===== config.mk =====
export PLATFORM = sky130hd
export DESIGN_NAME = mfpp_queue
export DESIGN_NICKNAME = d
export VERILOG_FILES = /design/src/rtl/mfpp_pkg.sv /design/src/rtl/mfpp_queue.sv
export SDC_FILE = /design/constraint.sdc
export NUM_CORES = 1
export LEC_CHECK = 0
export BUFFER_PORTS_ARGS = -buffer_cell sky130_fd_sc_hd__buf_2
export CAP_MARGIN = 25
export CORE_UTILIZATION = 49
export CTS_BUF_LIST = sky130_fd_sc_hd__clkbuf_4 sky130_fd_sc_hd__clkbuf_8
export CTS_CLUSTER_SIZE = 40
export DETAILED_ROUTE_END_ITERATION = 6
export HOLD_SLACK_MARGIN = 0.06
export PLACE_DENSITY = 0.73
export SLEW_MARGIN = 20
export SYNTH_ARGS = -nofsm -noshare
export SYNTH_HDL_FRONTEND = slang
export SYNTH_SLANG_ARGS = --single-unit

===== constraint.sdc =====
create_clock -name i_clk -period 3.7 [get_ports i_clk]
set_input_delay 0 -clock i_clk [delete_from_list [all_inputs] [get_ports i_clk]]
set_output_delay 0 -clock i_clk [all_outputs]
set_load 0.05 [all_outputs]

===== src/rtl/mfpp_pkg.sv =====
// Shared types for the face pressure projection block.
package mfpp_pkg;
    localparam int unsigned CfgIdxW = 2;
    localparam logic [CfgIdxW-1:0] CFG_MODE     = 2'd0;
    localparam logic [CfgIdxW-1:0] CFG_STEP     = 2'd1;
    localparam logic [CfgIdxW-1:0] CFG_FALLBACK = 2'd2;
    localparam logic [CfgIdxW-1:0] CFG_FLOOR    = 2'd3;

    typedef struct packed {
        logic        density_mode;
        logic [31:0] step_over_spacing;
        logic [31:0] fallback_density;
        logic [31:0] density_floor;
    } t_cfg;

    // classified face, queued between front and back
    typedef struct packed {
        logic signed [31:0] vel;
        logic               upd;
        logic               dens;
        logic               neg;
        logic [32:0]        dabs;
        logic [31:0]        rho;
    } t_cls;
endpackage


===== src/rtl/mfpp_queue.sv =====
// Short queue decoupling the front end from the back end.
module mfpp_queue #(
    parameter int unsigned DEPTH = 4
) (
    input  logic           i_clk,
    input  logic           i_rst_n,
    input  logic           i_push,
    input  mfpp_pkg::t_cls i_data,
    input  logic           i_pop,
    output logic           o_full,
    output logic           o_valid,
    output mfpp_pkg::t_cls o_data
);
    import mfpp_pkg::*;

    localparam int unsigned PtrW = (DEPTH > 1) ? $clog2(DEPTH) : 1;
    localparam int unsigned CntW = $clog2(DEPTH + 1);

    t_cls            r_mem [DEPTH];
    logic [PtrW-1:0] r_wr, n_wr;
    logic [PtrW-1:0] r_rd, n_rd;
    logic [CntW-1:0] r_cnt, n_cnt;
    logic            do_pop;

    assign o_full  = (r_cnt == CntW'(DEPTH));
    assign o_valid = (r_cnt != '0);
    assign o_data  = r_mem[r_rd];
    assign do_pop  = i_pop && o_valid;

    always_comb begin
        n_wr  = i_push ? ((r_wr == PtrW'(DEPTH - 1)) ? '0 : r_wr + 1'b1) : r_wr;
        n_rd  = do_pop ? ((r_rd == PtrW'(DEPTH - 1)) ? '0 : r_rd + 1'b1) : r_rd;
        n_cnt = r_cnt + CntW'(i_push) - CntW'(do_pop);
    end

    always_ff @(posedge i_clk) begin
        if (!i_rst_n) begin
            r_wr  <= '0;
            r_rd  <= '0;
            r_cnt <= '0;
        end else begin
            r_wr  <= n_wr;
            r_rd  <= n_rd;
            r_cnt <= n_cnt;
        end
    end

    always_ff @(posedge i_clk) begin
        if (i_push) begin
            r_mem[r_wr] <= i_data;
        end
    end
endmodule


==> out/metrics.cfg, run 1 <==
[sta]
fin_hold_ws_ns=0.176
final.setup.tns_ns=0
maxSlewHeadroom_pct=44.7
fin_crit_sh_pct=70.6
hold_violations=0
finClkSkew_ns=0.0250
fin_crit_ns=2.61
slew_violations=0
max_freq_ghz=0.383
rsz0062_at_grt=no
setup_viol=0
tightest_slew_ns=0.830

[place]
place_hpwl_mm=16.3
io_buffers=205
globalplace.congestion=0.689
place_area_mm2=0.0164

[worst_setup_path]
worstReg2RegStart=r_cnt[1]
r2r_slack_ns=1.52
arrival_ns=2.61
r2r_end=r_cnt[0]
start_kind=flop
crit_fanout=29
critPathKind=flop to output port
cp-end-kind=output port
cp.required_ns=3.70
worstSetupEndpoint=o_data[86]
r2r_cells=5

[floorplan]
initial_core_util_pct=50.3
ioPinCount=206
die_area_mm2=0.0314
die_w_um=177
fp.dieH_um=177
core_mm2=0.0299
rows=63

[clocking]
root_buffer=clkbuf_8
htree_levels=3
cts_sinks=409
cts_buffers=67
ctsResizeCount=0
clk_latency_ns=0.57
cts.path.max_buffers=3
clkTransAtPathRegs_ns=0.06
cts_tree=built

[outcome]
status=complete, no violations

[logic_synthesis]
synth_simple_gate_area_share_pct=0.666
synth_edf_count=400
synthCells=568
synth_mux_area_share_pct=15.4
yosysMostFrequentCell=edfxtp_1
seq_area_frac_synth_pct=81.2
yosys.cell_types.count=22
synthXorXnorAreaFrac_pct=0.158
synth-seq-cells=409
yosys-top-cells-count=400 x edfxtp_1, 100 x mux4_2, 10 x buf_12, 10 x buf_2, 9 x dfxtp_1
synth_nets=679
synth_top_flop_cell=edfxtp_1
synth_adder_area_share_pct=0.633
synth_area_leader_cell=edfxtp_1
synth_top_family_by_area=multiplexers
synthTopCellsByArea=edfxtp_1 80%, mux4_2 15%, buf_12 1.3%
synth-compound-area-share_pct=0.117
yosys_warnings=0
avgSynthCellArea_um2=26.4
syn_area_mm2=0.0150
async_reset_ff_share_pct=0
synth_largest_type_area_fraction_pct=80.0

[final_layout]
fin_util_pct=62.8
n_fill_cell=2063
drive_gt1_share_pct=43.6
fin_nets=1046
fin_area_mm2=0.0188
area_growth_pct=24.9

[route]
drt-total-wl_mm=27.9
route.detailed.drc=0
vias=7124
vias_per_cell=5.19
routedWlPerCell_um=20.3
ant_nets=0
first_pass_iters=6
first_iter_violations=455

[pwr]
leakage_nw=6.44
power.density_mw_per_mm2=647
ir_drop_v=0.000530

[global_route]
antenna_found_initial=1
grt_max_degree=54
grt_pass1_vias=7674
grt_pass1_wl_mm=42.3
grt_overflow=0
groute.usage.overall_pct=18.1

[job]
drv_cap=0

[min_path]
hold_class=input port to flop

-- layout by cell type, fill, tap and decap left out, types with 2 or more instances in the layout --
master         Yosys  routed
buf_4              0       5
inv_6              0       2
mux4_2           100     100
and2_4             0       4
ha_1               6       6
clkbuf_8           0      68
buf_12            10       6
and2_1             6       2
inv_1              4       4
dfxtp_1            9       7
nand2_1            3       3
dlygate4sd3_1      0     104
clkbuf_4           0      25
mux2i_1            6       6
nor2_1             2       2
buf_2             10     205
clkinv_2           0       2
inv_8              0       2
or3b_2             2       2
dfxtp_4            0       2
edfxtp_1         400     400
clkinv_1           0      13
-- layer usage --
metal	vias up	part of all wire, %	global-route usage, %
li1	3193	-	-
met1	3664	42	23.9
met2	207	50	29.3
met3	60	5.3	3.65
met4	0	3.0	8.19
met5	-	0	0
-- registers in the layout, indices dropped and copies added (netlist names), named ones only --
| signal | cells |
|---|---|
| r_cnt | 3 |
| r_mem | 400 |
| r_wr | 2 |
| r_rd | 2 |
-- report_power, final --
| part | switching (mW) | internal (mW) | leakage, nW |
|---|---|---|---|
| Sequential | 0.158 | 5.30 | 3.75 |
| Clock | 1.66 | 2.04 | 0.674 |
| Combinational | 1.96 | 1.01 | 2.02 |
| Total | 3.78 | 8.36 | 6.44 |
-- cells by family (layout without fill, tap and decap cells) --
| logic type | count (synthesis) | in the layout |
|---|---|---|
| xor gates and xnor gates | 1 | 1 |
| and+or+nand+nor | 17 | 17 |
| AOI/OAI and AO/OA | 2 | 2 |
| adders and majority gates | 7 | 7 |
| buffers and inverters | 26 | 439 |
| DFF | 409 | 409 |
| muxes | 106 | 106 |
| other | 0 | 1 |
-- critical path: stages, from the launching register on --
cell	delay [ns]
dfxtp_4	0.74
buf_4	0.46
mux4_2	0.58
buf_2	0.23
-- layout make-up --
cell class	count	area (um2)	share of cell area, %
antenna	1	2.50	0.0133
clock buffer	93	1120	5.99
clock inverter	22	153	0.813
inverter	4	15.0	0.0800
multi-input combinational	133	2560	13.6
sequential	409	12200	65.0
tap	390	488	2.60
timing repair buffer	320	2220	11.9
-- how the worst min path moves through the flow --
stage,start,to,cells past startpoint
3_5_place_dp,i_data[41],r_mem[2][41],1
4_1_cts,i_data[75],r_mem[3][75],2
2_1_floorplan,i_data[0],r_mem[0][0],0
3_3_place_gp,i_data[99],r_mem[2][99],1
6_report,i_data[96],r_mem[2][96],2
5_1_grt,i_data[17],r_mem[2][17],2
-- stage by stage --
stage / setup WS [ns] / std cells / total power [mW]
after floorplan: 0.381 / 568 / 7.94
after global placement: 1.62 / 1152 / 8.44
after detailed placement: 1.60 / 1152 / 8.47
after CTS: 0.967 / 1371 / 12.3
after global routing: 0.901 / 1371 / 12.6
final: 1.09 / 1372 / 12.1
-- what timing repair did --
| action | in CTS | in global routing |
|---|---|---|
| endpoints found under the hold margin | 441 | 0 |
| setup buffers | 0 | 0 |
| hold buffers | 104 | 0 |
Power figures use the tool's default switching activity.
==> run 2, diff against run 1 <==
==> constraint.sdc (replaced) <==
create_clock -name i_clk -period 2.7 [get_ports i_clk]
set_input_delay 0 -clock i_clk [delete_from_list [all_inputs] [get_ports i_clk]]
set_output_delay 0 -clock i_clk [all_outputs]
set_load 0.05 [all_outputs]
==> out/metrics.cfg, run 2 (synthesis gave the netlist of run 1 again) <==
[outcome]
status=complete, no violations

[worst_setup_path]
crit_slowest_cell=dfxtp_4
worstPathCellList=buf_12 > buf_12 > mux4_2 > buf_2
slowest_delay_ns=0.53
cp_common_cell=buf_12
crit_fanout=18
cp.required_ns=2.70
start_kind=flop
critPathKind=flop to output port
cp-end-kind=output port
arrival_ns=2.29
r2r_slack_ns=0.79

[floorplan]
core_mm2=0.0299
initial_core_util_pct=50.3
ioPinCount=206
die_w_um=177
rows=63
die_area_mm2=0.0314
fp.dieH_um=177

[route]
first_iter_violations=422
first_pass_iters=4
drt-total-wl_mm=28.1
vias_per_cell=5.18
routedWlPerCell_um=20.4
vias=7132
ant_nets=0
route.detailed.drc=0

[clocking]
clkTransAtPathRegs_ns=0.06
cts_sinks=409
cts_tree=built
htree_levels=3
root_buffer=clkbuf_8
clk_latency_ns=0.57
cts.path.max_buffers=3
ctsResizeCount=0
cts_setup_buffers=0
cts_buffers=66

[final_layout]
fin_nets=1054
layoutNonFillerInstCount=1376
largest_register_ffs=400
fin_area_mm2=0.0189
n_fill_cell=2009
reg_top3=r_mem (400), r_cnt (3)
fin_util_pct=63.2
area_growth_pct=25.7
largest-register=r_mem
final_common_cell=edfxtp_1
final_cell_mix=400 x edfxtp_1, 205 x buf_2, 104 x dlygate4sd3_1, 100 x mux4_2, 67 x clkbuf_8
drive_gt1_share_pct=43.9

[place]
place_hpwl_mm=15.8
pre_cts_ws_ns=0.896
globalplace.congestion=0.737
place_inst=1161
place_area_mm2=0.0166
io_buffers=205

[sta]
setup_viol=0
final.setup.tns_ns=0
tightest_slew_ns=0.611
rsz0062_at_grt=no
fin_hold_ws_ns=0.193
slew_violations=0
fin_crit_ns=2.29
hold_violations=0
fin_crit_sh_pct=84.7
finClkSkew_ns=0.0314
max_freq_ghz=0.437
fin_ws_ns=0.412
maxSlewHeadroom_pct=59.3

[pwr]
leakage_nw=6.48
finalPower_mw=16.7
ir_drop_v=0.000583
power.density_mw_per_mm2=882

[min_path]
hold_class=input port to flop

[global_route]
grt_pass1_wl_mm=42.5
grt_max_degree=101
gr-max-usage-layer=met2
grt_pass1_vias=7972
grtUsageMet2_pct=31.1
grt_use_met3_pct=4.81
grt_overflow=0
groute.usage.overall_pct=18.1
antenna_found_initial=1
use_met1_pct=22.4

[job]
drv_cap=0

==> run 2: cell type report <==
class | count | area, um2 | area share (%)
Timing Repair Buffer | 329 | 2380 | 12.6
Clock inverter | 27 | 189 | 1.00
Multi-Input combinational cell | 133 | 2560 | 13.6
Clock buffer | 83 | 1040 | 5.52
Sequential cell | 409 | 12200 | 64.6
Antenna cell | 1 | 2.50 | 0.0133
Inverter | 4 | 15.0 | 0.0795
Tap cell | 390 | 488 | 2.59
==> run 2: report_power, final <==
| part | switching, mW | internal (mW) |
|---|---|---|
| logic | 2.80 | 1.47 |
| registers | 0.115 | 7.27 |
| clock network | 2.28 | 2.73 |
==> run 2: worst paths after layout <==
path,from,endpoint,cells after the start
hold reg to reg,r_rd[1],flop,2
setup / recovery,flop,o_data[94],4
hold / removal,i_data[28],r_mem[0][28],2
setup reg to reg,r_cnt[1],r_cnt[0],6
==> run 2: worst max-delay path, delay by kind of cell (launching register included) <==
kind,cells,cell delay [ns]
buffers and inverters,3,0.68
flip-flops,1,0.53
multiplexers,1,0.52
==> run 2: routing by layer <==
metal | vias to the layer above | share of wire, %
li1 | 3202 | -
met1 | 3671 | 41
met2 | 220 | 51
met3 | 39 | 6.8
met4 | 0 | 1.4
met5 | - | 0
==> run 2: timing repair <==
action | in CTS | in global routing
hold endpoints to repair | 422 | 0
hold buffers | 104 | 0
setup endpoints to repair | 0 | 0
