## src/rtl/mfpp_pkg.sv

```systemverilog
// Shared types for the face pressure projection block.
package mfpp_pkg;
    localparam int unsigned CfgIdxW = 2;
    localparam logic [CfgIdxW-1:0] CFG_MODE     = 2'd0;
    localparam logic [CfgIdxW-1:0] CFG_STEP     = 2'd1;
    localparam logic [CfgIdxW-1:0] CFG_FALLBACK = 2'd2;
    localparam logic [CfgIdxW-1:0] CFG_FLOOR    = 2'd3;

    typedef struct packed {
        logic        density_mode;
        logic [31:0] step_over_spacing;
        logic [31:0] fallback_density;
        logic [31:0] density_floor;
    } t_cfg;

    // classified face, queued between front and back
    typedef struct packed {
        logic signed [31:0] vel;
        logic               upd;
        logic               dens;
        logic               neg;
        logic [32:0]        dabs;
        logic [31:0]        rho;
    } t_cls;
endpackage

```

## src/rtl/mfpp_in_if.sv

```systemverilog
// Input face channel.
interface mfpp_in_if;
    logic               valid;
    logic               ready;
    logic signed [31:0] velocity_in;
    logic signed [31:0] pressure_here;
    logic signed [31:0] pressure_neighbor;
    logic               solid_here;
    logic               solid_neighbor;
    logic               fluid_here;
    logic               fluid_neighbor;
    logic               face_open;
    logic [31:0]        density_here;
    logic [31:0]        density_neighbor;
    modport source (output valid, velocity_in, pressure_here, pressure_neighbor, solid_here,
                    solid_neighbor, fluid_here, fluid_neighbor, face_open, density_here,
                    density_neighbor, input ready);
    modport sink (input valid, velocity_in, pressure_here, pressure_neighbor, solid_here,
                  solid_neighbor, fluid_here, fluid_neighbor, face_open, density_here,
                  density_neighbor, output ready);
endinterface

```

## src/rtl/mfpp_front.sv

```systemverilog
// Front end: accepts faces and classifies them for the arithmetic back end.
module mfpp_front (
    mfpp_in_if.sink        i_in,
    input  mfpp_pkg::t_cfg i_cfg,
    input  logic           i_full,
    output logic           o_push,
    output mfpp_pkg::t_cls o_cls
);
    import mfpp_pkg::*;

    logic signed [31:0] ph_s;
    logic signed [31:0] pn_s;
    logic signed [32:0] diff;
    logic [32:0]        dsum;
    logic [31:0]        mean;
    logic [31:0]        rho0;

    assign i_in.ready = !i_full;
    assign o_push     = i_in.valid && !i_full;

    always_comb begin
        ph_s = i_in.solid_here ? i_in.pressure_neighbor : i_in.pressure_here;
        pn_s = i_in.solid_neighbor ? ph_s : i_in.pressure_neighbor;
        diff = 33'(ph_s) - 33'(pn_s);
        dsum = {1'b0, i_in.density_here} + {1'b0, i_in.density_neighbor};
        mean = dsum[32:1];
        rho0 = (mean < i_cfg.density_floor) ? i_cfg.fallback_density : mean;
        o_cls.vel  = i_in.velocity_in;
        o_cls.dens = i_cfg.density_mode;
        o_cls.upd  = i_cfg.density_mode ? i_in.face_open
                                        : (i_in.fluid_here || i_in.fluid_neighbor);
        o_cls.neg  = diff[32];
        o_cls.dabs = diff[32] ? 33'(-diff) : 33'(diff);
        o_cls.rho  = (rho0 == 32'd0) ? 32'd1 : rho0;
    end
endmodule

```

## src/flat_wrapper.sv

```systemverilog
// flat-port wrapper written by rule: the top's interface ports become plain ports
module mfpp_front_flat import mfpp_pkg::*;
  (i_cfg, i_full, o_push, o_cls, i_in_valid, i_in_velocity_in, i_in_pressure_here, i_in_pressure_neighbor, i_in_solid_here, i_in_solid_neighbor, i_in_fluid_here, i_in_fluid_neighbor, i_in_face_open, i_in_density_here, i_in_density_neighbor, i_in_ready);
  mfpp_in_if i_in_i ();
  input  mfpp_pkg::t_cfg i_cfg;
  input  logic i_full;
  output logic o_push;
  output mfpp_pkg::t_cls o_cls;
  input wire logic [$bits(i_in_i.valid)-1:0] i_in_valid;
  input wire logic [$bits(i_in_i.velocity_in)-1:0] i_in_velocity_in;
  input wire logic [$bits(i_in_i.pressure_here)-1:0] i_in_pressure_here;
  input wire logic [$bits(i_in_i.pressure_neighbor)-1:0] i_in_pressure_neighbor;
  input wire logic [$bits(i_in_i.solid_here)-1:0] i_in_solid_here;
  input wire logic [$bits(i_in_i.solid_neighbor)-1:0] i_in_solid_neighbor;
  input wire logic [$bits(i_in_i.fluid_here)-1:0] i_in_fluid_here;
  input wire logic [$bits(i_in_i.fluid_neighbor)-1:0] i_in_fluid_neighbor;
  input wire logic [$bits(i_in_i.face_open)-1:0] i_in_face_open;
  input wire logic [$bits(i_in_i.density_here)-1:0] i_in_density_here;
  input wire logic [$bits(i_in_i.density_neighbor)-1:0] i_in_density_neighbor;
  output wire logic [$bits(i_in_i.ready)-1:0] i_in_ready;
  assign i_in_i.valid = i_in_valid;
  assign i_in_i.velocity_in = i_in_velocity_in;
  assign i_in_i.pressure_here = i_in_pressure_here;
  assign i_in_i.pressure_neighbor = i_in_pressure_neighbor;
  assign i_in_i.solid_here = i_in_solid_here;
  assign i_in_i.solid_neighbor = i_in_solid_neighbor;
  assign i_in_i.fluid_here = i_in_fluid_here;
  assign i_in_i.fluid_neighbor = i_in_fluid_neighbor;
  assign i_in_i.face_open = i_in_face_open;
  assign i_in_i.density_here = i_in_density_here;
  assign i_in_i.density_neighbor = i_in_density_neighbor;
  assign i_in_ready = i_in_i.ready;
  mfpp_front u_core (.i_in(i_in_i), .i_cfg(i_cfg), .i_full(i_full), .o_push(o_push), .o_cls(o_cls));
endmodule
```

## config.mk

```make
export PLATFORM = sky130hd
export DESIGN_NAME = mfpp_front_flat
export DESIGN_NICKNAME = d
export VERILOG_FILES = /design/src/rtl/mfpp_pkg.sv /design/src/rtl/mfpp_in_if.sv /design/src/rtl/mfpp_front.sv /design/src/flat_wrapper.sv
export SDC_FILE = /design/constraint.sdc
export NUM_CORES = 1
export LEC_CHECK = 0
export BUFFER_PORTS_ARGS = -buffer_cell sky130_fd_sc_hd__buf_2
export CAP_MARGIN = 30
export CORE_AREA = 3 3 142 144
export DETAILED_ROUTE_END_ITERATION = 12
export DIE_AREA = 0 0 145 147
export GPL_TIMING_DRIVEN = 0
export PLACE_DENSITY = 0.77
export SYNTH_ARGS = -nofsm -noshare
export SYNTH_HDL_FRONTEND = slang
export SYNTH_SLANG_ARGS = --single-unit
```

## constraint.sdc

```tcl
create_clock -name vclk -period 12.52
set_input_delay 1.878 -clock vclk [all_inputs]
set_output_delay 1.878 -clock vclk [all_outputs]
set_load 0.01 [all_outputs]
```

==> results of run 1 <==
[cell usage after synthesis (3+ instances only)]
master	number	area, sq um
nand2_1	74	278
nor2b_1	9	56.3
o211ai_1	3	22.5
nand4_1	20	125
and2_1	8	50.1
buf_4	34	255
o21ai_0	48	240
nor3_1	19	95.1
xor2_1	36	315
a41oi_1	3	26.3
a211oi_1	9	67.6
ha_1	95	1190
and3_1	7	43.8
a211o_1	3	26.3
buf_1	3	11.3
nand3b_1	4	30.0
and4_1	6	52.6
mux2i_1	36	360
o21bai_1	3	22.5
nor4_1	12	75.1
buf_2	5	25.0
o221ai_1	3	26.3
clkbuf_1	35	131
or2_2	3	18.8
nor2_1	73	274
a21o_1	31	233
o41ai_1	4	35.0
xnor2_1	47	412
a221oi_1	3	26.3
nand3_1	23	115
a31oi_1	22	138
a21oi_1	98	490
a21boi_0	3	22.5
nand2b_1	3	18.8
o21ai_1	6	30.0
inv_1	50	188
mux2_2	63	709
o31ai_1	5	37.5
[per-stage QoR]
stage	total power, uW	area [sq um]	hold slack (ps)	utilization, %
2_1_floorplan	517	6840	3800	-
3_3_place_gp	752	8660	3940	46.0
3_5_place_dp	758	8660	3940	46.0
4_1_cts	763	8660	3940	46.0
5_1_grt	840	8670	3940	46.0
6_report	770	8670	3940	46.0
[cell families (layout without fill, tap and decap cells)]
kind of cell / after synthesis / after routing
compound gates: 271 / 271
other cells: 0 / 2
fa+ha+maj: 97 / 97
mux: 99 / 99
xor+xnor: 83 / 83
simple gates: 282 / 282
buf+inv: 128 / 428
[power by group through the flow]
stage	Combinational, uW	Sequential (uW)	Clock, uW
after floorplan	517	0	0
final	770	0	0.0000214
after global routing	840	0	0.0000214
after global placement	752	0	0
after CTS	763	0	0
after detailed placement	758	0	0
[final timing paths]
| kind | startpoint | end | slack (ps) | cells after the start |
|---|---|---|---|---|
| worst min-delay path | i_in_velocity_in[1] | o_cls[69] | 3940 | 2 |
| worst max-delay path | i_in_density_neighbor[8] | o_cls[0] | 3080 | 20 |
[layer usage]
| metal | global-route usage (%) | wire length, um | vias up |
|---|---|---|---|
| met5 | 0 | 0 | - |
| met4 | 7.55 | 946 | 0 |
| met3 | 2.04 | 1500 | 62 |
| met2 | 37.9 | 11800 | 354 |
| met1 | 24.4 | 9670 | 3705 |
| li1 | - | - | 4132 |
[area by class of cell]
class                      count  area [sq um]
multi-input combinational    832          6220
fill                        1945         10200
antenna                        2          5.00
tap                          260           325
timing repair buffer         300          1500
buffer                        78           434
inverter                      50           188
==> metrics.md, run 1 <==
| Metric | Value |
|---|---|
| Setup TNS | 0 ps |
| Vias in the first global route | 7,948 |
| Worst-Margin Slew | 881 ps |
| Max Fclk | 106 MHz |
| Crit path max-delay family | compound AO/OA/AOI/OAI gates |
| Syn_area_per_cell | 7.12 sq um |
| Ys Warns | 0 |
| Slew HR | 41.0% |
| Combinational family with the most area after synthesis | compound AO/OA/AOI/OAI gates |
| WS Path Type | in2out |
| Count of different cell masters after synthesis | 80 |
| RSZ-0062 raised after global routing | no |
| Sw Share | 58.1% |
| CP Capture Type | output port |
| Crit path max fanout | 10 |
| CP Cell Sequence | buf_2 -> ha_1 -> clkbuf_1 -> nand2_1 -> or4_1 -> nand3_1 -> nand2_1 -> o21ai_0 -> xor2_1 -> ha_1 -> a21o_1 -> a21o_1 -> a221oi_1 -> o31ai_1 -> a31oi_1 -> clkbuf_1 -> buf_1 -> mux2i_1 -> o41ai_1 -> buf_2 |
| Die height | 147 um |
| Commonest non-fill, non-tap cell in the layout | buf_2 |
| Vias | 8,253 |
| Seq cells | 0 |
| Slowest stage delay, CP | 670 ps |
| Post-route minimum period | 9440 ps |
| Fin. max-slew vios | 0 |
| Starting Density | 36.3% |
| Synth-to-Final Area Change | 26.8% |
| Total grt overflow | 0 |
| Buffers on Ports | 300 |
| Max capacitance violation total | 0 |
| Status | finished, final reports clean |
| Via-to-Cell Ratio | 5.42 |
| Cells after DPL | 1,520 |
| WL final | 23,900 um |
| Initial DRC count | 424 |
| Tcrit/Tclk final | 75.4% |
| Non-Filler Instances | 1,522 |
| Mux cell area share after synthesis | 15.6% |
| XOR/XNOR Fraction of Synth Area | 10.6% |
| Final setup fails | 0 |
| Compound-cell area share of the yosys netlist | 25.4% |
| Final hold violation count | 0 |
| Largest net degree at the start of global routing | 11 |
| Post-Synthesis Cells | 960 |
| Sequential share of power | 0% |
| Gpl congestion | 0.976 |
| Die area | 21,300 sq um |
| Final worst slack | 3080 ps |
| Post-Synth Simple-Gate Area | 21.3% |
| Share of cells above drive strength 1 | 33.9% |
| Sequential standard cell area | 0 sq um |
| DRC Markers | 0 |
| 1st-pass router iterations | 5 |
| Net count, final | 1,623 |
| DP HPWL | 21,000 um |
| Maximum vdd ir drop | 0.0000642 V |
| Critical Path AT | 7570 ps |
| Hold crit path type | in2out |
| Worst path bufs/invs | 5 |
| Commonest non-fill, non-tap cells in the layout | buf_2, a21oi_1, ha_1 |
| Static leakage | 0.00429 uW |
| Die Wd | 145 um |
| Slowest cell on crit path | a31oi_1 |
| Post-synthesis sequential area ratio | 0% |
| Worst slack, placed | 3120 ps |
| Post-CTS Setup Repair Bufs | 0 |
| Netlist Area Pre-Place | 6840 sq um |
| Overall Global Routing Usage | 20.4% |
| PwrDens | 88.8 nW/um^2 |
| Adder-Cell Fraction of Synth Area | 18.0% |
| Resize count post-CTS | 0 |
| Routed WL per cell | 15.7 um |
| First-pass GRT wire length | 37,800 um |
| Initial antenna violation count | 2 |
| Row Count | 50 |
| NetSw | 448 uW |
| Worst Setup Start Kind | input port |
| Clock network power share | 0% |
| Core area | 18,800 sq um |
| Mapped Nets | 1,321 |
| Combinational power share | 100.0% |
| Worst endpoint required time | 10,640 ps |
| IO Pins | 366 |
| Clk_buf instances | 0 |
| Power Internal | 323 uW |
| ANT nets after route | 0 |
| Hold Buf Count CTS | 0 |
(Power assumes the default switching activity.)
==> inputs of run 2 (changes only) <==
--- a/config.mk
+++ b/config.mk
@@ -11,7 +11,7 @@
 export DETAILED_ROUTE_END_ITERATION = 12
 export DIE_AREA = 0 0 145 147
 export GPL_TIMING_DRIVEN = 0
-export PLACE_DENSITY = 0.77
+export PLACE_DENSITY = 0.8
 export SYNTH_ARGS = -nofsm -noshare
 export SYNTH_HDL_FRONTEND = slang
 export SYNTH_SLANG_ARGS = --single-unit
==> constraint.sdc (replaced) <==
create_clock -name vclk -period 7.8
set_input_delay 1.17 -clock vclk [all_inputs]
set_output_delay 1.17 -clock vclk [all_outputs]
set_load 0.01 [all_outputs]
==> run 2 against run 1 <==
Cell area about the same. Routed wire length up 1.8%. Combinational power grew 61%. Setup slack lost 2700 ps. Global-route usage grew 0.43 points. Via count is 0.15% lower. Worst hold slack got worse by 1400 ps. Power grew 61%. Sequential share of layout area is the same.
==> metrics.md, run 2 (synthesized netlist as in run 1, its figures left out) <==
| Metric | Value |
|---|---|
| First-pass GRT wire length | 38,200 um |
| PwrDens | 143 nW/um^2 |
| Hold Slack | 2520 ps |
| Final setup fails | 0 |
| IO Pins | 366 |
| Net count, final | 1,623 |
| Vias | 8,241 |
| Post-placement cell area | 8660 sq um |
| Crit path max fanout | 10 |
| ANT cells | 0 |
| Total grt overflow | 0 |
| Post-layout util | 46.1% |
| Final hold violation count | 0 |
| Commonest non-fill, non-tap cells in the layout | buf_2, a21oi_1, ha_1 |
| Row Count | 50 |
| DRC Markers | 0 |
| WL final | 24,400 um |
| Hold Path Depth | 2 |
| Worst slack, placed | -74.9 ps |
| Final worst slack | 332 ps |
| Hold path start | i_in_velocity_in[11] |
| Tcrit/Tclk final | 95.7% |
| Status | finished, final reports clean |
| Max capacitance violation total | 0 |
| Worst endpoint required time | 6630 ps |
| Initial antenna violation count | 0 |
| Fin. max-slew vios | 0 |
| Largest net degree at the start of global routing | 11 |
| Starting Density | 36.3% |
| Worst Setup Start Kind | input port |
| Overall Global Routing Usage | 20.9% |
| CP Capture Type | output port |
| Post-route minimum period | 7470 ps |
| Die height | 147 um |
| RSZ-0062 raised after global routing | no |
| Core area | 18,800 sq um |
| WS Path Type | in2out |
| Share of cells above drive strength 1 | 34.3% |
| DP HPWL | 21,400 um |
| Maximum vdd ir drop | 0.0000921 V |
| Commonest non-fill, non-tap cell in the layout | buf_2 |
| Post-route cell area | 8680 sq um |
| Cells after DPL | 1,520 |
| Gpl congestion | 1.01 |
| Routed WL per cell | 16.0 um |
| Initial DRC count | 390 |
| Sequential standard cell area | 0 sq um |
| 1st-pass router iterations | 5 |
| Die area | 21,300 sq um |
| Worst-Margin Slew | 732 ps |
| Vias in the first global route | 8,040 |
| Fill cells | 1,905 |
| Synth-to-Final Area Change | 26.9% |
| Non-Filler Instances | 1,520 |
| Max Fclk | 134 MHz |
| Buffers on Ports | 300 |
| Die Wd | 145 um |
| Hold crit path type | in2out |
| Clk_buf instances | 0 |
| Critical Path AT | 6300 ps |
| Static leakage | 0.00430 uW |
| Seq cells | 0 |
| Slew HR | 51.2% |
| Hold endpoint | o_cls[79] |
| ANT nets after route | 0 |
| Via-to-Cell Ratio | 5.42 |
[run 2: changes by cell type in the layout (fill, tap and decap cells not counted), sizes merged]
cell    delta
buf        -1
clkbuf     +1
diode      -2
[run 2: where the power goes]
part	internal [uW]	total [uW]	switching, uW
clock	0	0	0
sequential	0	0	0
combinational	520	1240	722
[run 2: worst max-delay path by stage]
stage	startpoint	end	slack, ps
global placement	i_in_density_here[10]	o_cls[25]	-50
detailed placement	i_in_density_neighbor[10]	o_cls[25]	-70
global route	i_in_density_neighbor[8]	o_cls[0]	40
CTS	i_in_density_neighbor[10]	o_cls[25]	90
finish	i_in_density_neighbor[10]	o_cls[0]	330
floorplan	i_in_density_neighbor[8]	o_cls[0]	1250
[run 2: area by class of cell]
| type | instances | area, sq um | share of cell area (%) |
|---|---|---|---|
| Timing Repair Buffer | 300 | 1500 | 17.3 |
| Multi-Input combinational cell | 832 | 6220 | 71.7 |
| Tap cell | 260 | 325 | 3.75 |
| Inverter | 50 | 188 | 2.16 |
| Buffer | 78 | 439 | 5.06 |
[run 2: what timing repair did]
item | in CTS | in global routing
setup buffers | 0 | 0
gates resized for setup | 1 | 7
hold buffers | 0 | 0
pin swaps | 0 | 0
endpoints found under the hold margin | 0 | 0
endpoints found under the setup margin | 30 | 30
[run 2: per-stage QoR]
stage          total power [uW]  TNS [ps]
2_1_floorplan               830         0
3_5_place_dp               1220     -1080
5_1_grt                    1360         0
6_report                   1240         0
3_3_place_gp               1210      -366
4_1_cts                    1230         0
[run 2: worst max-delay path: stages]
cell and delay (ps):
buf_2 100, ha_1 260, clkbuf_1 340, nand4_1 210, or4_1 590, nand3_1 140
nand2_1 100, o21ai_0 210, xor2_1 420, ha_1 350, a21o_1 180, a21o_1 170
a221oi_1 250, o31ai_1 130, a31oi_2 440, clkbuf_2 330, nand4_1 140, a22oi_1 180
nand4b_1 130, o41ai_1 240, buf_2 190
[run 2: routing by layer]
metal | track usage (%) | vias up | wire (um)
met5 | 0 | - | 0
met3 | 1.97 | 57 | 1460
met4 | 7.93 | 0 | 1030
met1 | 24.5 | 3711 | 9880
met2 | 39.3 | 349 | 12000
li1 | - | 4124 | -
==> inputs of run 3 (changes only) <==
--- a/config.mk
+++ b/config.mk
@@ -11,7 +11,7 @@
 export DETAILED_ROUTE_END_ITERATION = 12
 export DIE_AREA = 0 0 145 147
 export GPL_TIMING_DRIVEN = 0
-export PLACE_DENSITY = 0.8
+export PLACE_DENSITY = 0.77
 export SYNTH_ARGS = -nofsm -noshare
 export SYNTH_HDL_FRONTEND = slang
 export SYNTH_SLANG_ARGS = --single-unit
==> constraint.sdc (replaced) <==
create_clock -name vclk -period 7.1
set_input_delay 1.065 -clock vclk [all_inputs]
set_output_delay 1.065 -clock vclk [all_outputs]
set_load 0.01 [all_outputs]
==> run 3 against run 2 <==
Via count down 1.2%. Core utilization up 0.30 points. Final cell count down 0.13%. Setup slack worse by 92 ps. Sequential share of layout area unchanged. Sequential cell count unchanged. Count of clock-buffer cells in the layout unchanged. Die area unchanged. Combinational power up 11%. Worst hold slack worse by 210 ps. Non-clock buffer count down 4. Largest cell class unchanged.
==> metrics.md, run 3 (synthesized netlist as in run 1, its figures left out) <==
| Metric | Value |
|---|---|
| Status | finished, final reports clean |
| Clock network power share | 0% |
| Maximum vdd ir drop | 0.000113 V |
| Final worst slack | 241 ps |
| DRC Markers | 0 |
| Static leakage | 0.00432 uW |
| Net count, final | 1,619 |
| Overall Global Routing Usage | 20.5% |
| Capture point of the worst path | o_cls[0] |
| Initial antenna violation count | 2 |
| Total power | 1380 uW |
| First-pass GRT wire length | 37,900 um |
| Vias | 8,138 |
| Vias in the first global route | 7,949 |
| Final setup fails | 0 |
| Routed WL per cell | 15.8 um |
| Setup TNS | 0 ps |
| ANT nets after route | 0 |
| 1st-pass router iterations | 5 |
| Starting Density | 36.3% |
| Worst Setup Start Kind | input port |
| Hold Slack | 2310 ps |
| Die height | 147 um |
| Share of cells above drive strength 1 | 35.6% |
| Critical Path AT | 5790 ps |
| Commonest non-fill, non-tap cells in the layout | buf_2, a21oi_1, ha_1 |
| Die area | 21,300 sq um |
| CP Capture Type | output port |
| Buffers on Ports | 300 |
| Synth-to-Final Area Change | 27.7% |
| Via-to-Cell Ratio | 5.36 |
| RSZ-0062 raised after global routing | yes |
| Hold Buf Count CTS | 0 |
| Commonest non-fill, non-tap cell in the layout | buf_2 |
| Tcrit/Tclk final | 96.6% |
| Total grt overflow | 0 |
| Worst-Margin Slew | 744 ps |
| WL final | 24,000 um |
| Clk_buf instances | 0 |
| Final hold violation count | 0 |
| DP HPWL | 21,000 um |
| Sequential standard cell area | 0 sq um |
| WS Path Type | in2out |
| Initial DRC count | 419 |
| Combinational power share | 100.0% |
| Row Count | 50 |
| Power Internal | 583 uW |
| Die Wd | 145 um |
| NetSw | 792 uW |
| Max capacitance violation total | 0 |
| Max Fclk | 146 MHz |
| IO Pins | 366 |
| Hold crit path type | in2out |
| Core area | 18,800 sq um |
| Non-Filler Instances | 1,518 |
| Crit path max fanout | 7 |
| Cells after DPL | 1,520 |
| Slew HR | 50.4% |
| Seq cells | 0 |
| Fin. max-slew vios | 0 |
| Largest net degree at the start of global routing | 11 |
| Worst Setup SP | i_in_density_neighbor[4] |
| PwrDens | 158 nW/um^2 |
| Worst slack, placed | -674 ps |
| Worst endpoint required time | 6030 ps |
| Gpl congestion | 0.976 |
| Sw Share | 57.6% |
| Sequential share of power | 0% |
| Post-route minimum period | 6860 ps |
## run 3: cell count changes in the layout (fill, tap and decap cells not counted), moves of 2 or more
cell      delta
o21ai_1      +2
buf_4        +4
ha_2         +3
clkbuf_1    -10
o21ai_0      -2
diode_2      +2
ha_1         -3
## run 3: worst min-delay path by stage
stage / cells past startpoint / start / end / slack, ps
after floorplan: 1 / i_full / i_in_ready / 2170
after global placement: 2 / i_in_velocity_in[21] / o_cls[89] / 2320
after detailed placement: 2 / i_in_velocity_in[21] / o_cls[89] / 2320
after CTS: 2 / i_in_velocity_in[21] / o_cls[89] / 2320
after global routing: 2 / i_in_velocity_in[21] / o_cls[89] / 2320
final: 2 / i_in_velocity_in[1] / o_cls[69] / 2310
## run 3: repair_timing
item / 4_1_cts / 5_1_grt
gates resized for setup: 5 / 18
setup buffers: 3 / 1
pin swaps: 0 / 1
endpoints found under the setup margin: 30 / 43
## run 3: layout make-up
class | count | area, sq um
timing repair buffer | 304 | 1530
multi-input combinational | 832 | 6270
tap | 260 | 325
antenna | 2 | 5.00
fill | 1938 | 10100
buffer | 70 | 414
inverter | 50 | 188
## run 3: power groups by stage
stage | Clock (uW) | Sequential (uW) | Combinational (uW)
global route | 0.0000377 | 0 | 1500
global placement | 0 | 0 | 1330
detailed placement | 0 | 0 | 1340
CTS | 0 | 0 | 1360
finish | 0.0000378 | 0 | 1380
floorplan | 0 | 0 | 912
## run 3: layer usage
metal / up-vias / GRT usage (%) / share of wire (%)
met4: 0 / 7.22 / 3.6
met5: - / 0 / 0
met1: 3664 / 24.5 / 41
met3: 50 / 2.00 / 6.1
met2: 309 / 38.1 / 50
li1: 4115 / - / -
## run 3: stage by stage
stage               util (%)  instance area (sq um)
finish                  46.4                   8730
global route            46.4                   8730
CTS                     46.2                   8700
detailed placement      46.0                   8660
global placement        46.0                   8660
floorplan                  -                   6840
## run 3: worst max-delay path: stages
cell and delay, ps:
buf_2 100, ha_1 420, a21o_1 220, a31oi_1 80, or4_1 520, nand3_1 130
nand2_1 100, o21ai_1 220, xor2_2 310, ha_1 330, a21o_1 200, a21o_1 170
a221oi_1 270, o31ai_1 140, a31oi_2 320, buf_4 190, mux2_2 360, nand4b_1 190
o41ai_1 250, buf_2 210
